--- src/hw/rtl/skrt_pkg.sv ---
// Shared constants and types of the sorted key record table.
`timescale 1ns / 1ps

package skrt_pkg;

	localparam int CAPACITY = 32;
	localparam int IDX_W = $clog2(CAPACITY);
	localparam int CNT_W = $clog2(CAPACITY + 1);
	localparam int OUT_CNT_W = 6;
	localparam logic [CNT_W-1:0] CAP_CNT = CNT_W'(CAPACITY);

	localparam logic [2:0] OP_INSERT = 3'd0;
	localparam logic [2:0] OP_DELETE = 3'd1;
	localparam logic [2:0] OP_CONTAINS = 3'd2;
	localparam logic [2:0] OP_UPDATE = 3'd3;
	localparam logic [2:0] OP_READ = 3'd4;

	localparam logic [1:0] ST_DONE = 2'd0;
	localparam logic [1:0] ST_FULL = 2'd1;
	localparam logic [1:0] ST_MISS = 2'd2;
	localparam logic [1:0] ST_DUP = 2'd3;

	localparam int REC_W = 96;

	typedef struct packed {
		logic [31:0] key;
		logic [31:0] salary;
		logic [31:0] title;
	} rec_t;

	typedef struct packed {
		logic we;
		logic [IDX_W-1:0] waddr;
		logic [IDX_W-1:0] raddr;
		rec_t wdata;
	} mem_req_t;

	typedef struct packed {
		logic [1:0] status;
		logic found;
		logic [31:0] salary;
		logic [31:0] title;
		logic [CNT_W-1:0] count;
	} res_t;

endpackage

--- src/hw/rtl/skrt_ram.sv ---
// Generic simple dual-port RAM with a registered read.
`timescale 1ns / 1ps

module skrt_ram #(
	parameter int WIDTH = 32,
	parameter int DEPTH = 32
) (
	input logic clk,
	input logic we,
	input logic [$clog2(DEPTH)-1:0] waddr,
	input logic [WIDTH-1:0] wdata,
	input logic [$clog2(DEPTH)-1:0] raddr,
	output logic [WIDTH-1:0] rdata
);

	logic [WIDTH-1:0] mem [DEPTH];

	always_ff @(posedge clk) begin
		if (we) begin
			mem[waddr] <= wdata;
		end
		rdata <= mem[raddr];
	end

endmodule

--- src/hw/rtl/skrt_seq.sv ---
// Sequencer that scans, shifts and rewrites the record memory for one request.
`timescale 1ns / 1ps

module skrt_seq (
	input logic clk,
	input logic arst_n,
	input logic in_valid,
	output logic in_stall,
	input logic [2:0] operation,
	input logic signed [31:0] key,
	input logic [31:0] salary_word,
	input logic [31:0] title_word,
	output skrt_pkg::mem_req_t mem,
	input skrt_pkg::rec_t rdata,
	output logic res_valid,
	input logic res_take,
	output skrt_pkg::res_t res
);

	typedef enum logic [6:0] {
		S_IDLE = 7'b0000001,
		S_FETCH = 7'b0000010,
		S_CMP = 7'b0000100,
		S_DECIDE = 7'b0001000,
		S_SHIFT = 7'b0010000,
		S_PLACE = 7'b0100000,
		S_DONE = 7'b1000000
	} state_t;

	state_t state_q;
	logic [skrt_pkg::CNT_W-1:0] count_q;
	logic rd_active_q;
	logic wr_pend_q;

	logic [2:0] op_q;
	logic signed [31:0] key_q;
	logic [31:0] sw_q;
	logic [31:0] tw_q;
	logic [skrt_pkg::CNT_W-1:0] idx_q;
	logic [skrt_pkg::CNT_W-1:0] pos_q;
	logic [skrt_pkg::CNT_W-1:0] rd_ptr_q;
	logic [skrt_pkg::IDX_W-1:0] wr_addr_q;
	logic found_q;
	logic [31:0] sal_q;
	logic [31:0] tit_q;
	logic [1:0] status_q;

	logic key_hit;
	logic key_gt;
	logic shift_up;
	logic rd_last;
	logic scan_end;
	logic dec_shrink;
	logic [1:0] dec_status;
	state_t dec_state;

	assign in_stall = (state_q != S_IDLE);
	assign key_hit = (rdata.key == key_q);
	assign key_gt = ($signed(rdata.key) > key_q);
	assign shift_up = (op_q == skrt_pkg::OP_INSERT);
	assign scan_end = (idx_q == count_q);
	assign rd_last = shift_up ? (rd_ptr_q == pos_q) : (rd_ptr_q == count_q - 1'b1);
	assign dec_shrink = (op_q == skrt_pkg::OP_DELETE) && found_q && (pos_q + 1'b1 == count_q);

	always_comb begin
		dec_status = skrt_pkg::ST_DONE;
		dec_state = S_DONE;
		case (op_q)
			skrt_pkg::OP_INSERT: begin
				if (count_q >= skrt_pkg::CAP_CNT) begin
					dec_status = skrt_pkg::ST_FULL;
				end else if (found_q) begin
					dec_status = skrt_pkg::ST_DUP;
				end else if (pos_q == count_q) begin
					dec_state = S_PLACE;
				end else begin
					dec_state = S_SHIFT;
				end
			end
			skrt_pkg::OP_DELETE: begin
				if (!found_q) begin
					dec_status = skrt_pkg::ST_MISS;
				end else if (!dec_shrink) begin
					dec_state = S_SHIFT;
				end
			end
			skrt_pkg::OP_CONTAINS, skrt_pkg::OP_READ: begin
				if (!found_q) begin
					dec_status = skrt_pkg::ST_MISS;
				end
			end
			skrt_pkg::OP_UPDATE: begin
				if (!found_q) begin
					dec_status = skrt_pkg::ST_MISS;
				end else begin
					dec_state = S_PLACE;
				end
			end
			default: begin
				dec_status = skrt_pkg::ST_DONE;
			end
		endcase
	end

	always_comb begin
		mem.raddr = (state_q == S_FETCH) ? idx_q[skrt_pkg::IDX_W-1:0]
			: rd_ptr_q[skrt_pkg::IDX_W-1:0];
		mem.we = ((state_q == S_SHIFT) && wr_pend_q) || (state_q == S_PLACE);
		if (state_q == S_PLACE) begin
			mem.waddr = pos_q[skrt_pkg::IDX_W-1:0];
			mem.wdata.key = key_q;
			mem.wdata.salary = sw_q;
			mem.wdata.title = tw_q;
		end else begin
			mem.waddr = wr_addr_q;
			mem.wdata = rdata;
		end
	end

	always_ff @(posedge clk or negedge arst_n) begin
		if (!arst_n) begin
			state_q <= S_IDLE;
			count_q <= '0;
			rd_active_q <= 1'b0;
			wr_pend_q <= 1'b0;
		end else begin
			case (state_q)
				S_IDLE: begin
					if (in_valid) begin
						state_q <= S_FETCH;
					end
				end
				S_FETCH: begin
					state_q <= scan_end ? S_DECIDE : S_CMP;
				end
				S_CMP: begin
					state_q <= (key_hit || key_gt) ? S_DECIDE : S_FETCH;
				end
				S_DECIDE: begin
					state_q <= dec_state;
					rd_active_q <= 1'b1;
					wr_pend_q <= 1'b0;
					if (dec_shrink) begin
						count_q <= count_q - 1'b1;
					end
				end
				S_SHIFT: begin
					rd_active_q <= rd_active_q && !rd_last;
					wr_pend_q <= rd_active_q;
					if (!rd_active_q && wr_pend_q) begin
						if (shift_up) begin
							state_q <= S_PLACE;
						end else begin
							count_q <= count_q - 1'b1;
							state_q <= S_DONE;
						end
					end
				end
				S_PLACE: begin
					if (shift_up) begin
						count_q <= count_q + 1'b1;
					end
					state_q <= S_DONE;
				end
				S_DONE: begin
					if (res_take) begin
						state_q <= S_IDLE;
					end
				end
				default: begin
					state_q <= S_IDLE;
				end
			endcase
		end
	end

	always_ff @(posedge clk) begin
		case (state_q)
			S_IDLE: begin
				op_q <= operation;
				key_q <= key;
				sw_q <= salary_word;
				tw_q <= title_word;
				idx_q <= '0;
				found_q <= 1'b0;
			end
			S_FETCH: begin
				if (scan_end) begin
					pos_q <= count_q;
				end
			end
			S_CMP: begin
				if (key_hit) begin
					found_q <= 1'b1;
					pos_q <= idx_q;
					sal_q <= rdata.salary;
					tit_q <= rdata.title;
				end else if (key_gt) begin
					pos_q <= idx_q;
				end else begin
					idx_q <= idx_q + 1'b1;
				end
			end
			S_DECIDE: begin
				status_q <= dec_status;
				rd_ptr_q <= shift_up ? count_q - 1'b1 : pos_q + 1'b1;
			end
			S_SHIFT: begin
				if (rd_active_q) begin
					wr_addr_q <= shift_up ? skrt_pkg::IDX_W'(rd_ptr_q + 1'b1)
						: skrt_pkg::IDX_W'(rd_ptr_q - 1'b1);
					if (!rd_last) begin
						rd_ptr_q <= shift_up ? rd_ptr_q - 1'b1 : rd_ptr_q + 1'b1;
					end
				end
			end
			default: begin
				status_q <= status_q;
			end
		endcase
	end

	assign res_valid = (state_q == S_DONE);
	assign res.status = status_q;
	assign res.found = (op_q <= skrt_pkg::OP_READ) && found_q;
	assign res.salary = ((op_q == skrt_pkg::OP_READ) && found_q) ? sal_q : 32'd0;
	assign res.title = ((op_q == skrt_pkg::OP_READ) && found_q) ? tit_q : 32'd0;
	assign res.count = count_q;

endmodule

--- src/hw/rtl/sorted_key_record_table.sv ---
// Top level of the sorted key record table: memory, sequencer and result register.
`timescale 1ns / 1ps

// The table holds up to 32 records in ascending order of a signed key, each with
// two payload words. A request arrives on the input channel (in_valid, in_stall)
// with an operation, a key and two payload words; every request gives exactly one
// result on the output channel (out_valid, out_stall).
// Records live in one synchronous memory with a registered read. A request first
// scans from the lowest entry, each entry in a fetch and a compare state, until
// it meets its key or a larger one. An insert then moves each later entry up,
// and a delete moves each later entry down, one entry per cycle; an insert or an
// update ends with one write of the record. A result comes soonest on an empty
// table and takes longest when the scan passes all 32 records of a full table.
// The next request can be taken in the cycle after the result leaves the
// sequencer. Requests are served one at a time; in_stall stays high from
// acceptance until the result has been passed to the output register.
// The output register lets the next request be taken while a result still waits
// to be collected; while out_stall is high the result holds.
// Reset empties the table at once and clears both channels; no clearing pass is
// needed, as only entries below the record count are ever used.

module sorted_key_record_table (
	input logic clk,
	input logic arst_n,
	input logic in_valid,
	output logic in_stall,
	input logic [2:0] operation,
	input logic signed [31:0] key,
	input logic [31:0] salary_word,
	input logic [31:0] title_word,
	output logic out_valid,
	input logic out_stall,
	output logic [1:0] status,
	output logic found,
	output logic [31:0] salary_out,
	output logic [31:0] title_out,
	output logic [skrt_pkg::OUT_CNT_W-1:0] entry_count
);

	skrt_pkg::mem_req_t mem;
	skrt_pkg::rec_t rdata;
	skrt_pkg::res_t res;
	logic res_valid;
	logic res_take;
	logic out_valid_q;
	skrt_pkg::res_t out_q;

	skrt_ram #(
		.WIDTH(skrt_pkg::REC_W),
		.DEPTH(skrt_pkg::CAPACITY)
	) u_ram (
		.clk(clk),
		.we(mem.we),
		.waddr(mem.waddr),
		.wdata(mem.wdata),
		.raddr(mem.raddr),
		.rdata(rdata)
	);

	skrt_seq u_seq (
		.clk(clk),
		.arst_n(arst_n),
		.in_valid(in_valid),
		.in_stall(in_stall),
		.operation(operation),
		.key(key),
		.salary_word(salary_word),
		.title_word(title_word),
		.mem(mem),
		.rdata(rdata),
		.res_valid(res_valid),
		.res_take(res_take),
		.res(res)
	);

	assign res_take = res_valid && (!out_valid_q || !out_stall);

	always_ff @(posedge clk or negedge arst_n) begin
		if (!arst_n) begin
			out_valid_q <= 1'b0;
		end else if (res_take) begin
			out_valid_q <= 1'b1;
		end else if (!out_stall) begin
			out_valid_q <= 1'b0;
		end
	end

	always_ff @(posedge clk) begin
		if (res_take) begin
			out_q <= res;
		end
	end

	assign out_valid = out_valid_q;
	assign status = out_q.status;
	assign found = out_q.found;
	assign salary_out = out_q.salary;
	assign title_out = out_q.title;
	assign entry_count = skrt_pkg::OUT_CNT_W'(out_q.count);

`ifndef SYNTHESIS
	assert property (@(posedge clk) disable iff (!arst_n)
		res.count <= skrt_pkg::CAP_CNT)
		else $error("Record count exceeds the table capacity.");

	assert property (@(posedge clk) disable iff (!arst_n)
		!in_stall |-> !mem.we)
		else $error("Memory written while no request is in progress.");

	assert property (@(posedge clk) disable iff (!arst_n)
		res_take && (res.status == skrt_pkg::ST_FULL) |-> res.count == skrt_pkg::CAP_CNT)
		else $error("Table reported full below capacity.");

	assert property (@(posedge clk) disable iff (!arst_n)
		res_take && (res.status == skrt_pkg::ST_MISS) |-> !res.found)
		else $error("Missing key reported as found.");
`endif

endmodule

--- config.mk ---
export PLATFORM = sky130hd
export DESIGN_NAME = sorted_key_record_table
export DESIGN_NICKNAME = d
export VERILOG_FILES = /design/src/hw/rtl/skrt_pkg.sv /design/src/hw/rtl/skrt_ram.sv /design/src/hw/rtl/skrt_seq.sv /design/src/hw/rtl/sorted_key_record_table.sv
export SDC_FILE = /design/constraint.sdc
export NUM_CORES = 2
export LEC_CHECK = 0
export ABC_AREA = 1
export BUFFER_PORTS_ARGS = -buffer_cell sky130_fd_sc_hd__buf_2
export CORE_UTILIZATION = 45
export CTS_CLUSTER_SIZE = 12
export DETAILED_ROUTE_END_ITERATION = 10
export SLEW_MARGIN = 20
export SYNTH_ARGS = -nofsm -noshare
export SYNTH_HDL_FRONTEND = slang
export SYNTH_SLANG_ARGS = --single-unit
--- constraint.sdc ---
create_clock -name clk -period 19.53 [get_ports clk]
set_input_delay 0.9765 -clock clk [delete_from_list [all_inputs] [get_ports clk]]
set_output_delay 0.9765 -clock clk [all_outputs]
set_load 0.01 [all_outputs]
# Word-level counts from Yosys, hierarchy flattened
# Memory sizes are Yosys's and may differ from the RTL's. A register that Yosys moved wholly into a read port is not among the register bits.
# Index checks and enable logic that the tools add are counted.
# op_classes
add_sub_neg	6
magnitude_cmp	3
n_eq_ne	32
n_mux	48
n_reduce_logical	29
# ops
operator	count
$mux 96	1
$mux 6	14
$mux 7	9
$pmux 7 s7	1
$pmux 6 s2	3
$eq 32x32->1	1
$gt 32x32->1	1
$eq 6x6->1	5
$add 6x1->6 const B	4
$pmux 7 s3	1
$pmux 6 s3	1
$mux 5	3
$ne 2x1->1 const B	7
$ne 2x2->1 const B	6
$reduce_and 3->1	4
$sub 6x1->6 const B	2
$logic_and 1x1->1	8
$mux 4	2
$eq 7x1->1 const B	1
$eq 7x2->1 const B	1
$eq 7x3->1 const B	1
$eq 7x4->1 const B	1
$eq 7x5->1 const B	1
$eq 7x6->1 const B	1
20 further kinds	39
# word_totals
reg_bits	278
ramBits	3072
elab_cells	141
n_memories	1
# memory_table
name	words	word_bits	read_ports	rd_ports_with_merged_regs	wr	line	rtl
u_ram.mem	32	96	1	1	1	skrt_ram.sv:16	logic [WIDTH-1:0] mem [DEPTH];

# Logic depth before layout (Yosys ltp)
# logic_depth
depth_word	7
mapped_depth	18
ltp_nobuf	18

# Hierarchy
# Synthesis repeated with hierarchy kept, for this count alone.
# hier_totals
cells_unflattened	11317
hier_area_um2	137638.3
# modules_own_cells
module	n_inst	cells_each	area_per_inst_um2	seq_area_each_um2
skrt_ram	1	10128	124997.4	94170.3
skrt_seq	1	1111	10403.7	6052.1
sorted_key_record_table	1	78	2237.1	2217.1

# Worst setup path before layout
# No wires, ideal clock.
# synth_timing
path_type	register -> register
startpoint	reg u_seq.state_q[0]
endpoint	mem u_ram.mem[16][0] in the netlist's numbering, enable pin
setup_ps	552
arrival_ps	5604
slack_ps	13374
stages_incl_launch_ff	12
n_path_buf	1
path_cell_list	dfstp_2 -> nor2_1 -> nand2_1 -> inv_2 -> nand2_1 -> inv_2 -> buf_2 -> o21ai_1 -> inv_1 -> nor2_1 -> nand2_1 -> nor2_1
# synth_via
elab_chain_cells	5
# synth_rtl
element	line	rtl
start: declaration	skrt_seq.sv:30	state_t state_q;
start signal: assignment	skrt_seq.sv:134	state_q <= scan_end ? S_DECIDE : S_CMP;
start signal: assignment	skrt_seq.sv:137	state_q <= (key_hit || key_gt) ? S_DECIDE : S_FETCH;
start signal: assignment	skrt_seq.sv:140	state_q <= dec_state;
$eq 7x5->1	skrt_seq.sv:108	mem.we = ((state_q == S_SHIFT) && wr_pend_q) || (state_q == S_PLACE);
$logic_and 1x1->1	skrt_seq.sv:108	
$logic_or 1x1->1	skrt_seq.sv:108	
$mux 1	skrt_ram.sv:19	if (we) begin
$mux 1 (not written as such)	skrt_ram.sv:20	mem[waddr] <= wdata;
end: declaration	skrt_ram.sv:16	
# Several ways; a longest one is shown, not always the timed one.

# Worst setup path in the final report
# layout_timing
startpoint	reg u_seq.state_q[0]
endpoint	reg u_ram.rdata[69] (read register of u_ram.mem)
# layout_via
elab_chain_cells	2
# layout_rtl
element	line	rtl
$eq 7x2->1	skrt_seq.sv:106	mem.raddr = (state_q == S_FETCH) ? idx_q[skrt_pkg::IDX_W-1:0]
$mux 5	skrt_seq.sv:106	
end: declaration	skrt_ram.sv:13	output logic [WIDTH-1:0] rdata
# Every way passes these cells.
# A chain may end at the register's enable or synchronous reset.

==> flow_summary.ini <==
[run_status]
status = complete, no violations

[synth]
syn_area_um2 = 138000
ys.flop_type = edfxtp_1
synthCells = 11500
async_flop_share = 0.00464
synth.avg_cell_area_um2 = 12.0
yosysSeqAreaShare = 0.745
synth_edf_count = 3334
synth_warnings = 0
syn_nets = 11600
synth_cell_types = 37
ys_seq_elements = 3446

[worst_setup_path]
path_cells = inv_1 -> nand2_1 -> nor2_2 -> nand2_2 -> nand2_1 -> nand2_8 -> buf_4 -> buf_4 -> buf_4 -> buf_4 -> nand2_1 -> nand2_1 -> nand2_1 -> nand3_1 -> nand3_1 -> nand2_1 -> nand2_1 -> nand2_1
slowest_stage = buf_4
cp_top_family = buffers and inverters
cp_max_fo = 138
worstPathRequired_ps = 20400
crit_path_end_kind = flip-flop
critPathLaunchType = flip-flop
regToRegSetupSlack_ps = 13180
cp_common_cell = nand2_1
worst_r2r_endpoint = u_ram.rdata[69]
rr_startpoint = u_seq.state_q[0]
max_stage_delay_ps = 920
cp.depth = 18
crit_start = u_seq.state_q[0]
worstPathArrival_ps = 7220
critPathBufInv = 5
crit_type = flip-flop to flip-flop
reg2regPathDepth = 18
crit_end = u_ram.rdata[69]

[timing]
final.min_clock_period_ps = 6350
skew_ps = 60.2
report.final.slew_viol_count = 0
fmax_ghz = 0.158
tightestPinTransition_ps = 1260
setup_viol = 0
rsz0062_at_grt = false
hold_viol_final = 0
timing.final.ws_setup_ps = 13180
fin_crit_sh = 0.325
slew_headroom = 0.162
tns_ps = 0

[routing]
vias_per_cell = 5.70
vias = 90700
first_pass_iters = 8
first_iter_violations = 11300
wl_per_cell_um = 25.1
drc = 0
drt-total-wl_mm = 400
drtAntennaViolNets = 0

[min_path]
min_path_type = primary input to flip-flop
worstHoldStart = salary_word[14]

[die]
start_util = 0.453
die_area_um2 = 308000
io_pins = 178
die_x_um = 555
rows = 202
die_h_um = 555
core_um2 = 304000

[layout]
final_common_cell = nand2_1
fin_cells = 15900
fill_cells = 25800
area_growth_pct = 11.9
final_cell_mix = nand2_1 (4055), edfxtp_1 (3334), nand3_1 (2490)
layout.nets = 11700
multi_input_area_um2 = 31100
drive_gt1_frac = 0.0769
seq_area_um2 = 102000

[pwr]
clkPwrFrac = 0.298
ir_drop_uv = 152
seqPwrFrac = 0.429
p_per_area_nw_per_um2 = 146
leakagePower_nw = 55.7
p_switching_w = 0.00774
p_comb_frac = 0.273
internal-power_w = 0.0147
switching_share = 0.345

[clock_network]
cts_made_buffers = 367
insertion_delay_ps = 950
cts.htree.levels = 5
cts_tree = yes
cts_num_sinks = 3446
cts-root-buf = clkbuf_16
clk_path_buf_depth = 4
clkTransAtPathRegs_ps = 60

[placed_design]
dp.cells = 15200
pre_cts_slack_ps = 13320
dpl.hpwl_mm = 180
place_congestion = 0.821
portBuffers = 177

[global_route]
grt_pass1_wl_mm = 584
grt_pass1_vias = 86000
gr-total-overflow = 0
grt_max_degree = 209
grt_usage = 0.255
antenna_found_initial = 8

[run]
cap_viol_max_count = 0
## timing repair
action / in CTS / in global routing
endpoints found under the hold margin: 15 / 0
hold buffers: 1 / 0
setup buffers: 0 / 0
resized for setup: 0 / 0
## power groups by stage
| stage | combinational [W] | clock (W) | sequential, W |
|---|---|---|---|
| after floorplan | 0.00418 | 0 | 0.00969 |
| after global placement | 0.00593 | 0 | 0.00979 |
| after detailed placement | 0.00605 | 0 | 0.00980 |
| after CTS | 0.00607 | 0.00679 | 0.00965 |
| after global routing | 0.00676 | 0.00707 | 0.00967 |
| final | 0.00613 | 0.00670 | 0.00965 |
## routing by layer
layer | vias up | GRT usage | share of wire
met1 | 45200 | 0.365 | 0.42
li1 | 40300 | - | -
met3 | 668 | 0.0389 | 0.094
met4 | 6 | 0.0629 | 0.025
met5 | - | 0 | 0.00011
met2 | 4571 | 0.409 | 0.46
## metrics by stage
| step | total power [W] | cell area [um^2] | hold slack, ps | utilization |
|---|---|---|---|---|
| 4_1_cts | 0.0225 | 154000 | 124 | 0.507 |
| 5_1_grt | 0.0235 | 154000 | 146 | 0.507 |
| 3_5_place_dp | 0.0158 | 142000 | 415 | 0.469 |
| 2_1_floorplan | 0.0139 | 138000 | 400 | - |
| 6_report | 0.0225 | 154000 | 198 | 0.507 |
| 3_3_place_gp | 0.0157 | 142000 | 403 | 0.469 |
## cells by family after synthesis
kind of cell,count (synthesis),synth area share
and+or+nand+nor,6723,0.207
muxes,2,0.000146
AOI/OAI and AO/OA,241,0.0104
DFF,3446,0.745
xor gates and xnor gates,29,0.00185
buffers and inverters,1014,0.0329
adders and majority gates,39,0.00355
## final cells by class
class	count	area share
Antenna cell	2	0.0000325
Clock inverter	142	0.00942
Tap cell	4080	0.0332
Multi-Input combinational cell	7034	0.202
Inverter	319	0.00799
Timing Repair Buffer	361	0.0170
Sequential cell	3446	0.665
Clock buffer	537	0.0655
## cell usage after synthesis, types with 7 or more instances
cell      number  area (um^2)
clkbuf_1     174          653
o21ai_0      116          581
buf_4         27          203
ha_1          39          488
buf_1         20         75.1
dfrtp_1       15          375
dfxtp_1       96         1920
nand3_1     2491        12500
inv_1        308         1160
xor2_1        22          193
inv_2          7         26.3
a21oi_1       28          140
buf_2        470         2350
nor2_1       140          526
nand2_1     4059        15200
xnor2_1        7         61.3
o22ai_1        8         50.1
o211ai_1      76          571
nor3_1        12         60.1
edfxtp_1    3334       100000
nand4_1       10         62.6
## state kept, by name, summed over array words and instances, names as in the netlist, 2 cells and up
| name | cells |
|---|---|
| entry_count | 6 |
| salary_out | 32 |
| status | 2 |
| title_out | 32 |
| u_ram.mem | 3072 |
| u_ram.rdata | 96 |
| u_seq.count_q | 6 |
| u_seq.idx_q | 6 |
| u_seq.key_q | 32 |
| u_seq.op_q | 3 |
| u_seq.pos_q | 6 |
| u_seq.rd_ptr_q | 6 |
| u_seq.sal_q | 32 |
| u_seq.state_q | 7 |
| u_seq.status_q | 2 |
| u_seq.sw_q | 32 |
| u_seq.tit_q | 32 |
| u_seq.tw_q | 32 |
| u_seq.wr_addr_q | 5 |
## worst min-delay path by stage
stage	endpoint	slack, ps	depth (start not counted)
after floorplan	status[0]	400	0
final	u_seq.sw_q[14]	200	1
after global placement	status[1]	400	0
after global routing	u_seq.sw_q[14]	150	1
after detailed placement	u_seq.sal_q[28]	420	0
after CTS	u_seq.sw_q[14]	120	1
No activity file was read; power rests on OpenSTA's default activity.
